### src/rtl/assert_macros.svh
// assertion helpers shared by the rtl files
`ifndef ASSERT_MACROS_SVH
`define ASSERT_MACROS_SVH

`ifndef SYNTHESIS

// property must hold at every clock edge outside reset
`define GSR_ASSERT(lbl, prop, msg) \
  lbl: assert property (@(posedge clk_i) disable iff (!rst_ni) (prop)) else $error(msg);

// expression must never be true outside reset
`define GSR_NEVER(lbl, expr, msg) \
  lbl: assert property (@(posedge clk_i) disable iff (!rst_ni) !(expr)) else $error(msg);

`else

`define GSR_ASSERT(lbl, prop, msg)
`define GSR_NEVER(lbl, expr, msg)

`endif

`endif

### src/rtl/gsr_pkg.sv
`timescale 1ns / 1ps
// ----------------------------------------------------------------------------
// gsr_pkg
// shared constants and types of the grid shortest route search block
// ----------------------------------------------------------------------------
package gsr_pkg;

  localparam int GRID_ROWS = 16;
  localparam int GRID_COLS = 16;
  localparam int ROW_AW    = $clog2(GRID_ROWS);
  localparam int COL_AW    = $clog2(GRID_COLS);
  localparam int CNT_W     = $clog2(GRID_ROWS + 2);
  localparam int DIST_W    = 8;
  localparam int VF_W      = 2 * GRID_COLS;

  localparam logic REQ_LOAD  = 1'b0;
  localparam logic REQ_QUERY = 1'b1;

  typedef struct packed {
    logic       req_type;
    logic [3:0] row_index;
    logic [15:0] row_bits;
    logic [3:0] start_row;
    logic [3:0] start_col;
    logic [3:0] end_row;
    logic [3:0] end_col;
  } gsr_in_t;

  typedef struct packed {
    logic       reachable;
    logic [7:0] route_length;
  } gsr_out_t;

  // control from the sequencer to the wavefront datapath
  typedef struct packed {
    logic              start;
    logic              shift;
    logic              last_data;
    logic              compute;
    logic [ROW_AW-1:0] row;
  } gsr_wave_ctl_t;

  typedef struct packed {
    logic any;
    logic hit;
  } gsr_wave_stat_t;

endpackage

### src/rtl/gsr_ram.sv
`timescale 1ns / 1ps
// ----------------------------------------------------------------------------
// gsr_ram
// generic simple dual port ram, one write and one registered read port
// ----------------------------------------------------------------------------
module gsr_ram #(
  parameter int WIDTH = 16,
  parameter int DEPTH = 16
) (
  input  logic                     clk_i,
  input  logic                     we_i,
  input  logic [$clog2(DEPTH)-1:0] waddr_i,
  input  logic [WIDTH-1:0]         wdata_i,
  input  logic [$clog2(DEPTH)-1:0] raddr_i,
  output logic [WIDTH-1:0]         rdata_o
);

  logic [WIDTH-1:0] mem_q [DEPTH];
  logic [WIDTH-1:0] rdata_q;

  always_ff @(posedge clk_i) begin
    if (we_i) begin
      mem_q[waddr_i] <= wdata_i;
    end
    rdata_q <= mem_q[raddr_i];
  end

  assign rdata_o = rdata_q;

endmodule

### src/rtl/gsr_wave.sv
`timescale 1ns / 1ps
// ----------------------------------------------------------------------------
// gsr_wave
// three row window and next frontier logic of one wavefront sweep
// ----------------------------------------------------------------------------
`include "assert_macros.svh"

module gsr_wave (
  input  logic                            clk_i,
  input  logic                            rst_ni,
  input  gsr_pkg::gsr_wave_ctl_t         ctl_i,
  input  logic [gsr_pkg::VF_W-1:0]       vf_rdata_i,
  input  logic [gsr_pkg::GRID_COLS-1:0]  obs_rdata_i,
  input  logic [gsr_pkg::ROW_AW-1:0]     end_row_i,
  input  logic [gsr_pkg::COL_AW-1:0]     end_col_i,
  output logic [gsr_pkg::VF_W-1:0]       wr_data_o,
  output gsr_pkg::gsr_wave_stat_t        stat_o
);

  logic [gsr_pkg::GRID_COLS-1:0] prev_q, cur_q, obs_q, vis_q;
  logic [gsr_pkg::GRID_COLS-1:0] nxt, nbr, new_f;
  logic any_q, hit_q;

  // frontier of the row below the one being computed; zero past the grid
  assign nxt = ctl_i.last_data ? '0 : vf_rdata_i[gsr_pkg::GRID_COLS-1:0];

  assign nbr   = {cur_q[gsr_pkg::GRID_COLS-2:0], 1'b0} | {1'b0, cur_q[gsr_pkg::GRID_COLS-1:1]}
               | prev_q | nxt;
  assign new_f = nbr & ~obs_q & ~vis_q;

  assign wr_data_o = {vis_q | new_f, new_f};
  assign stat_o    = '{any: any_q, hit: hit_q};

  always_ff @(posedge clk_i or negedge rst_ni) begin
    if (!rst_ni) begin
      any_q <= 1'b0;
      hit_q <= 1'b0;
    end else if (ctl_i.start) begin
      any_q <= 1'b0;
      hit_q <= 1'b0;
    end else if (ctl_i.compute) begin
      any_q <= any_q | (|new_f);
      hit_q <= hit_q | ((ctl_i.row == end_row_i) & new_f[end_col_i]);
    end
  end

  always_ff @(posedge clk_i) begin
    if (ctl_i.start) begin
      cur_q <= '0;
    end else if (ctl_i.shift) begin
      prev_q <= cur_q;
      cur_q  <= nxt;
      obs_q  <= obs_rdata_i;
      vis_q  <= ctl_i.last_data ? '0 : vf_rdata_i[gsr_pkg::VF_W-1:gsr_pkg::GRID_COLS];
    end
  end

  `GSR_ASSERT(a_hit_any, hit_q |-> any_q, "target hit without any frontier growth")
  `GSR_NEVER(a_start_compute, ctl_i.start && ctl_i.compute, "sweep start overlaps row write")
  `GSR_ASSERT(a_new_free, ctl_i.compute |-> ((new_f & obs_q) == '0), "frontier entered a blocked cell")

endmodule

### src/rtl/grid_shortest_route_search_top.sv
`timescale 1ns / 1ps
// ----------------------------------------------------------------------------
// grid_shortest_route_search_top
// obstacle grid loader and breadth-first shortest route search
// ----------------------------------------------------------------------------
//  channel | signals                     | carries
//  in      | in_valid_i/in_ready_o       | gsr_in_t: row load or route query
//  out     | out_valid_o/out_ready_i     | gsr_out_t: one result per query
//
//  a row load is written as it is accepted; a query clears the route memory,
//  then sweeps one wavefront step per unit of route length, one row per cycle
//  through a single read port, and one step past the deepest wavefront when
//  unreachable; start on end is answered without clearing or sweeping
//  reset empties the obstacle grid through per-row valid bits, no clearing pass
//  a finished result waits in the output register; loads are still taken then
// ----------------------------------------------------------------------------
`include "assert_macros.svh"

module grid_shortest_route_search_top (
  input  logic             clk_i,
  input  logic             rst_ni,
  input  logic             in_valid_i,
  output logic             in_ready_o,
  input  gsr_pkg::gsr_in_t in_data_i,
  output logic             out_valid_o,
  input  logic             out_ready_i,
  output gsr_pkg::gsr_out_t out_data_o
);

  typedef enum logic [2:0] {
    ST_IDLE, ST_CLEAR, ST_SWEEP, ST_DECIDE, ST_RESULT
  } state_e;

  localparam int Rows = gsr_pkg::GRID_ROWS;
  localparam int Cols = gsr_pkg::GRID_COLS;

  state_e state_q, state_d;
  logic [gsr_pkg::CNT_W-1:0]  cnt_q, cnt_d;
  logic [gsr_pkg::DIST_W-1:0] dist_q, dist_d;
  logic [gsr_pkg::ROW_AW-1:0] sr_q, sr_d, er_q, er_d;
  logic [gsr_pkg::COL_AW-1:0] sc_q, sc_d, ec_q, ec_d;
  gsr_pkg::gsr_out_t res_q, res_d, out_q, out_d;
  logic out_valid_q, out_valid_d;
  logic [Rows-1:0] obs_vld_q;
  logic obs_rd_vld_q;

  logic in_acc, load_acc, query_acc, oob;
  logic [gsr_pkg::DIST_W:0] dist_inc;

  // memory ports
  logic obs_we, vf_we;
  logic [gsr_pkg::ROW_AW-1:0] obs_waddr, rd_addr, vf_waddr;
  logic [Cols-1:0] obs_wdata, obs_rdata_raw, obs_rdata, start_oh;
  logic [gsr_pkg::VF_W-1:0] vf_wdata, vf_rdata, wave_wdata;

  gsr_pkg::gsr_wave_ctl_t  wave_ctl;
  gsr_pkg::gsr_wave_stat_t wave_stat;

  assign in_ready_o = (state_q == ST_IDLE);
  assign in_acc     = in_valid_i & in_ready_o;
  assign load_acc   = in_acc & (in_data_i.req_type == gsr_pkg::REQ_LOAD);
  assign query_acc  = in_acc & (in_data_i.req_type == gsr_pkg::REQ_QUERY);

  // coordinates outside the grid give an unreachable answer
  assign oob = (int'(in_data_i.start_row) >= Rows) || (int'(in_data_i.start_col) >= Cols)
            || (int'(in_data_i.end_row) >= Rows) || (int'(in_data_i.end_col) >= Cols);

  // obstacle loads; rows outside the grid are dropped, excess column bits cut
  assign obs_we    = load_acc && (int'(in_data_i.row_index) < Rows);
  assign obs_waddr = gsr_pkg::ROW_AW'(in_data_i.row_index);
  assign obs_wdata = Cols'(in_data_i.row_bits);

  // one read address for both memories during a sweep, dummy read past the end
  assign rd_addr = (int'(cnt_q) < Rows) ? cnt_q[gsr_pkg::ROW_AW-1:0] : '0;

  gsr_ram #(.WIDTH(Cols), .DEPTH(Rows)) u_obs_ram (
    .clk_i   (clk_i),
    .we_i    (obs_we),
    .waddr_i (obs_waddr),
    .wdata_i (obs_wdata),
    .raddr_i (rd_addr),
    .rdata_o (obs_rdata_raw)
  );

  // a row never loaded since reset reads as free
  assign obs_rdata = obs_rd_vld_q ? obs_rdata_raw : '0;

  always_ff @(posedge clk_i or negedge rst_ni) begin
    if (!rst_ni) begin
      obs_vld_q    <= '0;
      obs_rd_vld_q <= 1'b0;
    end else begin
      if (obs_we) begin
        obs_vld_q[obs_waddr] <= 1'b1;
      end
      obs_rd_vld_q <= obs_vld_q[rd_addr];
    end
  end

  // visited in the upper half, frontier in the lower half
  assign start_oh = Cols'(1) << sc_q;
  assign vf_we    = (state_q == ST_CLEAR) || wave_ctl.compute;
  assign vf_waddr = (state_q == ST_CLEAR) ? cnt_q[gsr_pkg::ROW_AW-1:0] : wave_ctl.row;
  assign vf_wdata = (state_q == ST_CLEAR)
                  ? ((cnt_q[gsr_pkg::ROW_AW-1:0] == sr_q) ? {start_oh, start_oh} : '0)
                  : wave_wdata;

  gsr_ram #(.WIDTH(gsr_pkg::VF_W), .DEPTH(Rows)) u_vf_ram (
    .clk_i   (clk_i),
    .we_i    (vf_we),
    .waddr_i (vf_waddr),
    .wdata_i (vf_wdata),
    .raddr_i (rd_addr),
    .rdata_o (vf_rdata)
  );

  // sweep timing: row c is read at count c, read data comes back registered, row c-2 written at c
  logic [gsr_pkg::CNT_W-1:0] row_cnt;
  assign row_cnt = cnt_q - gsr_pkg::CNT_W'(2);

  always_comb begin
    wave_ctl.start     = (state_q == ST_SWEEP) && (cnt_q == '0);
    wave_ctl.shift     = (state_q == ST_SWEEP) && (cnt_q != '0);
    wave_ctl.last_data = (state_q == ST_SWEEP) && (cnt_q == gsr_pkg::CNT_W'(Rows + 1));
    wave_ctl.compute   = (state_q == ST_SWEEP) && (int'(cnt_q) >= 2);
    wave_ctl.row       = row_cnt[gsr_pkg::ROW_AW-1:0];
  end

  gsr_wave u_wave (
    .clk_i       (clk_i),
    .rst_ni      (rst_ni),
    .ctl_i       (wave_ctl),
    .vf_rdata_i  (vf_rdata),
    .obs_rdata_i (obs_rdata),
    .end_row_i   (er_q),
    .end_col_i   (ec_q),
    .wr_data_o   (wave_wdata),
    .stat_o      (wave_stat)
  );

  // distance of the new frontier, saturating
  assign dist_inc = {1'b0, dist_q} + (gsr_pkg::DIST_W + 1)'(1);

  always_comb begin
    state_d     = state_q;
    cnt_d       = cnt_q;
    dist_d      = dist_q;
    sr_d        = sr_q;
    sc_d        = sc_q;
    er_d        = er_q;
    ec_d        = ec_q;
    res_d       = res_q;
    out_d       = out_q;
    out_valid_d = out_valid_q && !out_ready_i;
    case (state_q)
      ST_IDLE: begin
        if (query_acc) begin
          sr_d   = gsr_pkg::ROW_AW'(in_data_i.start_row);
          sc_d   = gsr_pkg::COL_AW'(in_data_i.start_col);
          er_d   = gsr_pkg::ROW_AW'(in_data_i.end_row);
          ec_d   = gsr_pkg::COL_AW'(in_data_i.end_col);
          cnt_d  = '0;
          dist_d = '0;
          if (oob) begin
            res_d   = '{reachable: 1'b0, route_length: '0};
            state_d = ST_RESULT;
          end else if ((in_data_i.start_row == in_data_i.end_row)
                       && (in_data_i.start_col == in_data_i.end_col)) begin
            res_d   = '{reachable: 1'b1, route_length: '0};
            state_d = ST_RESULT;
          end else begin
            state_d = ST_CLEAR;
          end
        end
      end
      ST_CLEAR: begin
        if (cnt_q == gsr_pkg::CNT_W'(Rows - 1)) begin
          cnt_d   = '0;
          state_d = ST_SWEEP;
        end else begin
          cnt_d = cnt_q + gsr_pkg::CNT_W'(1);
        end
      end
      ST_SWEEP: begin
        if (cnt_q == gsr_pkg::CNT_W'(Rows + 1)) begin
          state_d = ST_DECIDE;
        end else begin
          cnt_d = cnt_q + gsr_pkg::CNT_W'(1);
        end
      end
      ST_DECIDE: begin
        cnt_d = '0;
        if (wave_stat.hit) begin
          res_d.reachable    = 1'b1;
          res_d.route_length = dist_inc[gsr_pkg::DIST_W] ? '1 : dist_inc[gsr_pkg::DIST_W-1:0];
          state_d            = ST_RESULT;
        end else if (!wave_stat.any) begin
          res_d   = '{reachable: 1'b0, route_length: '0};
          state_d = ST_RESULT;
        end else begin
          dist_d  = dist_inc[gsr_pkg::DIST_W] ? '1 : dist_inc[gsr_pkg::DIST_W-1:0];
          state_d = ST_SWEEP;
        end
      end
      ST_RESULT: begin
        // hand over once the output register is free or being drained
        if (!out_valid_q || out_ready_i) begin
          out_d       = res_q;
          out_valid_d = 1'b1;
          state_d     = ST_IDLE;
        end
      end
      default: begin
        state_d = ST_IDLE;
      end
    endcase
  end

  always_ff @(posedge clk_i or negedge rst_ni) begin
    if (!rst_ni) begin
      state_q     <= ST_IDLE;
      cnt_q       <= '0;
      out_valid_q <= 1'b0;
    end else begin
      state_q     <= state_d;
      cnt_q       <= cnt_d;
      out_valid_q <= out_valid_d;
    end
  end

  always_ff @(posedge clk_i) begin
    dist_q <= dist_d;
    sr_q   <= sr_d;
    sc_q   <= sc_d;
    er_q   <= er_d;
    ec_q   <= ec_d;
    res_q  <= res_d;
    out_q  <= out_d;
  end

  assign out_valid_o = out_valid_q;
  assign out_data_o  = out_q;

  `GSR_ASSERT(a_unreach_zero, (out_valid_q && !out_q.reachable) |-> (out_q.route_length == '0), "unreachable result with nonzero length")
  `GSR_ASSERT(a_vf_write_state, vf_we |-> ((state_q == ST_CLEAR) || (state_q == ST_SWEEP)), "route memory written outside a query")
  `GSR_ASSERT(a_result_drain, (state_q == ST_RESULT && (!out_valid_q || out_ready_i)) |=> (out_valid_q && state_q == ST_IDLE), "result not handed to the output register")

endmodule

### config.mk
export PLATFORM = sky130hd
export DESIGN_NAME = grid_shortest_route_search_top
export DESIGN_NICKNAME = d
export VERILOG_FILES = /design/src/rtl/gsr_pkg.sv /design/src/rtl/gsr_ram.sv /design/src/rtl/gsr_wave.sv /design/src/rtl/grid_shortest_route_search_top.sv
export VERILOG_INCLUDE_DIRS = /design/src /design/src/rtl
export SDC_FILE = /design/constraint.sdc
export NUM_CORES = 1
export LEC_CHECK = 0
export BUFFER_PORTS_ARGS = -buffer_cell sky130_fd_sc_hd__buf_2
export CORE_UTILIZATION = 33
export CTS_CLUSTER_SIZE = 28
export DETAILED_ROUTE_END_ITERATION = 10
export GPL_TIMING_DRIVEN = 0
export PLACE_DENSITY_LB_ADDON = 0.1
export SLEW_MARGIN = 20
export SYNTH_ARGS = -nofsm -noshare
export SYNTH_HDL_FRONTEND = slang
export SYNTH_SLANG_ARGS = --single-unit
### constraint.sdc
create_clock -name clk_i -period 4.9 [get_ports clk_i]
set_clock_uncertainty 0.05 [all_clocks]
set_input_delay 0 -clock clk_i [delete_from_list [all_inputs] [get_ports clk_i]]
set_output_delay 0 -clock clk_i [all_outputs]
set_load 0.05 [all_outputs]
==> results.md <==
* Post-DP HPWL at 81200 um
* Min-delay worst type: in2reg
* R2R depth at 7
* Yosys top cell area share at 68.9%
* Core ar. at 0.112 sq mm
* Finished Cell Area at 0.0447 sq mm
* I/O pin cnt at 52
* Clk root buf: clkbuf_16
* Drt pass-1 iters at 5
* Max incr delay on CP at 700 ps
* CP Class: reg2reg
* Die H at 339 um
* Die Footprint at 0.115 sq mm
* Critical path buffers and inverters at 5
* Lkg Pwr at 0.0152 uW
* Vias in the first global route at 22500
* Synthesis-to-finish area growth at 19.4%
* Hold path cells at 2
* Num rows at 123
* WL final at 114000 um
* Number of synthesized flops with an enable pin at 858
* Yosys top cell by area: edfxtp_1
* Crit path time final at 4690 ps
* CP dominant cell by count: buf_1
* Slowest-stage cell, CP: buf_1
* GPL Wtd Cong at 0.883
* Postcts setup bufs at 0
* DIE WIDTH at 339 um
* PwrDens at 592 mW/mm^2
* Share of cells above drive strength 1 at 18.5%
* Worst setup EP type: flop
* Max-slew violation count at 0
* Final Hold Fails at 0
* ANT nets after route at 0
* PortBufs at 51
* Period utilization at 95.7%
* Outcome: finished clean
* Vias at 22100
* Most instantiated cells after synthesis: 858 x edfxtp_1, 230 x a21oi_1, 196 x o21ai_0
* Syn avg cell area at 15.4 sq um
* CP startpoint kind: flop
* RSZ-0062 raised after global routing: false
* Synth warnings at 0
* CP max FO at 18
* Average wire per standard cell at 26.6 um
* Most common cell in the netlist: edfxtp_1
* CTS Sinks at 950
* Initial antenna violation count at 2
* Vias per cell at 5.17
* Mapped Area at 0.0374 sq mm
* Global-route usage over all layers at 19.8%
* Final-report setup violation count at 0
* Worst path required time at 5220 ps
* CTS tree: done
* Reg clk slew, reported paths at 60 ps
* Final #Nets at 2740
* Starting density of the core at 33.3%
* Fillers at 10400
* Synth Flop Type: edfxtp_1
* Top post-synthesis cells by area: edfxtp_1 69%, mux2_2 5.0%, mux2i_1 3.5%
* Share of flip-flops with an asynchronous set or reset at 2.95%
* First-pass GRT wire length at 164000 um
* Number of synthesized register bits at 950
* Net Count, Synth at 2475
* GRT overflow at 0
* Yosys cell types at 61
* Htree depth at 3
* Arrival time worst endpoint at 5010 ps
* # DRC at 0
* F_max at 213 MHz
* Cells after Synth at 2425
* Sequential area share after synthesis at 74.2%
* Worst-case clock buffer depth at 3
* Pin count of the biggest net entering global routing at 29
* Worst hold margin at 82.4 ps
* CTS buffer count at 105
* Placed inst area at 0.0407 sq mm
* CP Depth at 7
* Clk_lat worst skew at 690 ps
* Worst path cell trace: clkbuf_2 > buf_1 > clkbuf_1 > buf_1 > nand2_1 > nor2_4 > buf_12
* Max-cap violations at 0
* Worst-Margin Slew at 1190 ps
* Slew margin rel. at 20.9%
* Top delay family on crit path: buffers and inverters
* Detailed Route Iter0 Violations at 1620
* VDD IR-drop max at 0.289 mV
worst paths after layout:
path,to,slack [ps],from
setup / recovery,u_vf_ram.mem_q[11][13],210,cnt_q[0]
max in group asynchronous,u_wave.any_q,4320,rst_ni
hold reg to reg,out_data_o[7],370,res_q[7]
min in group asynchronous,obs_vld_q[14],290,rst_ni
hold / removal,ec_q[1],80,in_data_i[1]
setup reg to reg,u_vf_ram.mem_q[11][13],210,cnt_q[0]
state kept, by name, summed over array words and instances, names as in the netlist, 3 cells and up:
register / flops
cnt_q: 5
dist_q: 8
ec_q: 4
er_q: 4
obs_vld_q: 16
out_data_o: 9
res_q: 9
sc_q: 4
sr_q: 4
state_q: 3
u_obs_ram.mem_q: 256
u_obs_ram.rdata_o: 16
u_vf_ram.mem_q: 512
u_vf_ram.rdata_o: 32
u_wave.cur_q: 16
u_wave.obs_q: 16
u_wave.prev_q: 16
u_wave.vis_q: 16
timing repair:
item	in CTS	in global routing
gates resized for setup	0	0
hold buffers	51	0
endpoints found under the hold margin	412	0
area by class of cell:
type / instances / area (sq um) / area share, %
Multi-Input combinational cell: 1316 / 9350 / 20.9
Timing Repair Buffer: 158 / 1630 / 3.66
Inverter: 10 / 37.5 / 0.0840
Buffer: 149 / 596 / 1.33
Antenna cell: 2 / 5.00 / 0.0112
Clock buffer: 149 / 3010 / 6.73
Tap cell: 1500 / 1880 / 4.20
Clock inverter: 50 / 425 / 0.952
Sequential cell: 950 / 27700 / 62.1
power breakdown:
part,switching (uW),internal (uW)
clock network,3180,4620
logic,5350,2550
registers,390,10300
total,8920,17500
per-layer routing:
layer | vias to the layer above | share of wire, % | wire [um] | track usage [%]
li1 | 9987 | - | - | -
met1 | 11400 | 45 | 51300 | 26.8
met2 | 585 | 48 | 54400 | 32.7
met3 | 172 | 4.2 | 4800 | 2.85
met4 | 0 | 3.1 | 3490 | 6.38
met5 | - | 0 | 0 | 0
per-stage QoR:
step                      setup slack (ps)  instances  total power (uW)   TNS, ps  utilization (%)
after global placement               -2680       3976             18400  -1107250             35.2
after floorplan                       26.5       2425             15300         0                -
after detailed placement               205       4031             18800         0             36.2
after global routing                  20.6       4282             27600         0             39.7
final                                  211       4284             26400         0             39.7
after CTS                              187       4281             26700         0             39.7
kinds of logic after synthesis:
| group | share of synthesized area, % |
|---|---|
| AO/OA/AOI/OAI | 9.98 |
| XOR/XNOR | 0.492 |
| adder cells (fa/ha/maj) | 0.301 |
| buffers and inverters | 1.69 |
| flip-flops | 74.2 |
| multiplexers | 8.50 |
| AND/OR/NAND/NOR | 4.88 |
cell usage in the layout (no fill, tap or decap), drive strengths merged, types with 2 or more instances in the layout:
cell type and count:
a21oi 230, a32o 49, a22o 20, clkinv 37, mux2 165, nand3b 4
o21ai 197, nand2 179, a2111oi 12, nor4 7, or2 20, or3 12
nor3 14, clkbuf 271, nor2 62, and3 3, buf 135, dfrtp 28
inv 12, or3b 2, a211oi 9, dlygate4sd3 50, nor2b 4, xnor2 7
clkinvlp 4, a221oi 66, mux2i 130, and2 47, bufinv 7, a31oi 6
ha 9, diode 2, o31ai 2, edfxtp 858, dfxtp 64, nand4 4
xor2 14, nand3 20, nand2b 6
worst reg2reg max path, cell delays in order (launching register included):
cell and delay, ps:
dfrtp_1 420, clkbuf_2 560, buf_1 710, clkbuf_1 640
buf_1 590, nand2_1 430, nor2_4 680, buf_12 270
(Power assumes the default switching activity.)
